$ cat config.mk
export PLATFORM = sky130hd
export DESIGN_NAME = ttmm_ctrl
export DESIGN_NICKNAME = d
export VERILOG_FILES = /design/src/rtl/ttmm_pkg.sv /design/src/rtl/ttmm_ctrl.sv
export SDC_FILE = /design/constraint.sdc
export NUM_CORES = 1
export LEC_CHECK = 0
export ABC_AREA = 1
export BUFFER_PORTS_ARGS = -buffer_cell sky130_fd_sc_hd__buf_4
export CORE_AREA = 2 2 39 41
export CTS_CLUSTER_DIAMETER = 120
export DETAILED_ROUTE_END_ITERATION = 16
export DIE_AREA = 0 0 41 43
export PLACE_DENSITY = 0.73
export SLEW_MARGIN = 20
export SYNTH_ARGS = -nofsm -noshare
export SYNTH_HDL_FRONTEND = slang
export SYNTH_SLANG_ARGS = --single-unit
$ cat constraint.sdc
create_clock -name clk -period 1.6 [get_ports clk]
set_input_delay 0.32 -clock clk [delete_from_list [all_inputs] [get_ports clk]]
set_output_delay 0.32 -clock clk [all_outputs]
set_load 0.05 [all_outputs]
$ cat src/rtl/ttmm_pkg.sv
// shared types and constants for the transposition table with max merge
`timescale 1ns / 1ps
`default_nettype none
package ttmm_pkg;

	localparam int KIND_W = 2;
	localparam int KEY_W  = 64;
	localparam int VAL_W  = 8;
	localparam int SLOT_W = 12;
	localparam int STEP_W = 8;

	typedef enum logic [KIND_W-1:0] {
		KIND_LOOKUP = 2'd0,
		KIND_INSERT = 2'd1,
		KIND_UPDATE = 2'd2,
		KIND_NONE   = 2'd3
	} kind_t;

	typedef enum logic [4:0] {
		ST_CLEAR   = 5'b00001,
		ST_IDLE    = 5'b00010,
		ST_HOME    = 5'b00100,
		ST_PROBE   = 5'b01000,
		ST_DELIVER = 5'b10000
	} state_t;

	typedef enum logic [1:0] {
		RES_ZERO  = 2'd0,
		RES_HIT   = 2'd1,
		RES_WRITE = 2'd2
	} res_sel_t;

	typedef struct packed {
		logic     load;
		logic     clear_wr;
		logic     issue_home;
		logic     step;
		logic     wr_en;
		logic     wr_home;
		logic     wr_merge;
		logic     res_load;
		res_sel_t res_sel;
		logic     out_load;
	} ctrl_cmd_t;

	typedef struct packed {
		kind_t kind;
		logic  key_zero;
		logic  mod_done;
		logic  key_empty;
		logic  key_match;
		logic  probe_last;
		logic  clear_last;
	} dp_status_t;

endpackage
`default_nettype wire

$ cat src/rtl/ttmm_ctrl.sv
// controller: clearing sweep, probe sequencing and result handshake
`timescale 1ns / 1ps
`default_nettype none
module ttmm_ctrl (
	input  wire logic                 clk,
	input  wire logic                 arst_n,
	input  wire logic                 item_valid,
	output logic                      item_stall,
	output logic                      result_valid,
	input  wire logic                 result_stall,
	output ttmm_pkg::ctrl_cmd_t       cmd,
	input  wire ttmm_pkg::dp_status_t sts
);
	import ttmm_pkg::*;

	state_t state_q;
	state_t state_nx;
	logic   out_valid_q;
	logic   out_free;

	assign item_stall   = (state_q != ST_IDLE);
	assign result_valid = out_valid_q;
	assign out_free     = !out_valid_q || !result_stall;

	always_comb begin
		state_nx = state_q;
		cmd      = '0;
		case (state_q)
			ST_CLEAR: begin
				cmd.clear_wr = 1'b1;
				if (sts.clear_last) begin
					state_nx = ST_IDLE;
				end
			end
			ST_IDLE: begin
				if (item_valid) begin
					cmd.load = 1'b1;
					state_nx = ST_HOME;
				end
			end
			ST_HOME: begin
				if (sts.kind == KIND_NONE ||
					(sts.kind != KIND_LOOKUP && sts.key_zero)) begin
					cmd.res_load = 1'b1;
					cmd.res_sel  = RES_ZERO;
					state_nx     = ST_DELIVER;
				end else if (sts.mod_done) begin
					cmd.issue_home = 1'b1;
					state_nx       = ST_PROBE;
				end
			end
			ST_PROBE: begin
				case (sts.kind)
					KIND_LOOKUP: begin
						if (sts.key_empty) begin
							cmd.res_load = 1'b1;
							cmd.res_sel  = RES_ZERO;
							state_nx     = ST_DELIVER;
						end else if (sts.key_match) begin
							cmd.res_load = 1'b1;
							cmd.res_sel  = RES_HIT;
							state_nx     = ST_DELIVER;
						end else if (sts.probe_last) begin
							cmd.res_load = 1'b1;
							cmd.res_sel  = RES_ZERO;
							state_nx     = ST_DELIVER;
						end else begin
							cmd.step = 1'b1;
						end
					end
					KIND_INSERT: begin
						if (sts.key_empty || sts.key_match || sts.probe_last) begin
							cmd.wr_en    = 1'b1;
							cmd.wr_home  = !(sts.key_empty || sts.key_match);
							cmd.res_load = 1'b1;
							cmd.res_sel  = RES_WRITE;
							state_nx     = ST_DELIVER;
						end else begin
							cmd.step = 1'b1;
						end
					end
					KIND_UPDATE: begin
						cmd.wr_en    = 1'b1;
						cmd.wr_merge = sts.key_match;
						cmd.res_load = 1'b1;
						cmd.res_sel  = RES_WRITE;
						state_nx     = ST_DELIVER;
					end
					default: begin
						cmd.res_load = 1'b1;
						cmd.res_sel  = RES_ZERO;
						state_nx     = ST_DELIVER;
					end
				endcase
			end
			ST_DELIVER: begin
				if (out_free) begin
					cmd.out_load = 1'b1;
					state_nx     = ST_IDLE;
				end
			end
			default: begin
				state_nx = ST_IDLE;
			end
		endcase
	end

	always_ff @(posedge clk or negedge arst_n) begin
		if (!arst_n) begin
			state_q     <= ST_CLEAR;
			out_valid_q <= 1'b0;
		end else begin
			state_q <= state_nx;
			if (cmd.out_load) begin
				out_valid_q <= 1'b1;
			end else if (!result_stall) begin
				out_valid_q <= 1'b0;
			end
		end
	end

endmodule
`default_nettype wire

==> qor.yml <==
required_ps: 1280
hp-class: "in2reg"
grt_max_degree: 9
grt_pass1_vias: 698
floorplan.io_pins: 25
cts_buffers: 3
clk_pin_slew_ps: 50
r2r.worst_path.cells: 9
die-area_um2: 1760
violations: "negative setup slack"
p_leak_uw: 0.000579
peakVddDrop_mv: 0.620
grt-ovfl-total: 0
fin_crit_sh_pct: 112
skew_ps: 0.985
synthCells: 83
die_w_um: 41
reg2reg_from: "state_q[0]"
status: "finished, violations left"
nets: 150
max-slew-margin-rel_pct: 81.5
grt_setup_unrepaired: "yes"
routed_wl_um: 1760
viasPerCell: 4.87
syn_area_per_cell_um2: 6.86
wl_per_cell_um: 11.8
drive_gt1_share_pct: 57.9
cts_sinks: 6
finalCriticalPeriod_ps: 1790
synth_area_leaders: "dfrtp_1 22%, inv_1 11%, nand2_1 11%"
cts-root-buf: "clkbuf_4"
slew_viol_final: 0
place_congestion: 0.721
netlist_area_um2: 569
cap_violations: 0
first_pass_iters: 4
finalCoreUtilization_pct: 79.9
initial_core_util_pct: 41.1
grt_pass1_wl_um: 2750
critPathLaunchType: "flip-flop"
critical-path-top-delay-family: "simple AND/OR/NAND/NOR gates"
yosysTopAreaCellShare_pct: 22.0
path_cells: "buf_6 > inv_2 > nor2_2 > nand2_1 > nor2_2 > inv_2 > nor2_4 > buf_8"
reg2reg_slack_ps: 140
core_area_um2: 1380
dieHeight_um: 43
insertion_delay_ps: 250
cpMaxStageDelayCell: "dfrtp_1"
num_rows: 14
io_buffer_count: 24
setup_violations: 12
max_freq_ghz: 0.559
seq_area_frac_synth_pct: 26.6
min_from: "sts[0]"
antenna_found_initial: 0
htreeDepth: 1
drtIter0Drc: 11
arrival_ps: 1470
final_antenna_net_count: 0
tightest_slew_ps: 277
r2r-end: "state_q[4]"
cts_tree: "built"
path_buf_inv: 4
synth_top_area_cell: "dfrtp_1"
startpoint: "state_q[1]"
seqCellArea_um2: 153
crit_end: "cmd[10]"
synthTopCellsByCount: "16 x inv_1, 16 x nand2_1, 15 x nor2_1, 8 x nand3_1, 5 x dfrtp_1"
drc_errors: 0
synth_ff_type: "dfrtp_1"
cts.path.max_buffers: 2
hpwl_um: 1260
power_density_nw_per_um2: 1110
cp.depth: 8
hold_violations: 0
vias: 726
async_reset_ff_share_pct: 100
synth-seq-cells: 6
fillCellCount: 96
end_kind: "output port"
grt_usage_pct: 22.5
yosysWarnings: 0
synth_cell_types: 19
area_growth_pct: 94.3
synth_fp_nets: 99
multi_input_area_um2: 429
p_total_uw: 1230
worstSetupPathType: "reg2out"
path_max_fanout: 3
worst_slack_ps: -189
slowest_delay_ps: 400
num_antenna_cells: 0
synth_edf_count: 0
[report_power, final]
group	total, uW	leakage, uW	switching [uW]	internal (uW)
combinational	843	0.000490	485	358
sequential	224	0.0000747	35.0	189
clock	159	0.0000150	63.8	95.1
total	1230	0.000579	584	642
[logic make-up after synthesis]
kind of cell / share of synthesized area (%)
buf+inv: 11.2
fa+ha+maj: 8.79
compound gates: 5.27
flops: 26.6
simple gates: 48.1
[cell usage in the layout, fill, tap and decap left out, drive strengths merged]
master / n
buf: 45
nor2: 20
inv: 17
nand2: 16
nand3: 10
dfrtp: 5
ha: 4
clkbuf: 4
nand4: 3
o22ai: 2
a211oi: 1
o21ai: 1
nor4: 1
a21oi: 1
nor3: 1
dlygate4sd3: 1
dfstp: 1
[area by class of cell]
cell class	instances	area share, %
sequential	6	13.8
multi-input combinational	60	38.8
clock buffer	4	2.38
tap	16	1.81
timing repair buffer	46	37.2
inverter	17	6.00
[repair_timing]
item | in CTS | in global routing
hold buffers | 1 | 0
endpoints found under the hold margin | 5 | 0
pin swaps | 5 | 6
cloned | 0 | 0
resized for setup | 21 | 11
setup buffers | 7 | 6
setup endpoints to repair | 12 | 12
[worst register-to-register path: stages (launching register included)]
cell     delay (ps)
dfstp_2         560
nor2_4           50
buf_4           130
nand4_4         100
buf_6           130
nor2_4           30
buf_4           130
nor2_2           90
nand3_1          90
nand2_1          70
[worst min path at each step]
stage / to / depth (start not counted)
2_1_floorplan: result_valid / 0
3_3_place_gp: state_q[1] / 1
5_1_grt: state_q[0] / 2
3_5_place_dp: state_q[1] / 1
6_report: state_q[0] / 2
4_1_cts: state_q[0] / 2
[stage by stage]
step                TNS (ps)  hold slack (ps)  instance area [um2]  setup slack (ps)  std cells
floorplan               -454             24.4                  602              -122         83
global placement        -121              132                  862             -48.2        131
detailed placement      -294              131                  862              -104        131
CTS                    -1330              206                 1020              -194        143
global route           -2440              199                 1110              -287        149
finish                 -1430              202                 1110              -189        149
[sequential cells by signal (all words and copies together) (netlist names)]
signal / count
state_q: 5
result_valid: 1
[routing by layer]
layer / GRT usage [%] / vias up / routed length (um)
met5: 0 / - / 0
met4: 8.00 / 0 / 27
met2: 41.6 / 25 / 1050
met1: 22.9 / 335 / 619
li1: - / 360 / -
met3: 4.19 / 6 / 63
Note: power is estimated with default switching activity, not from simulation.
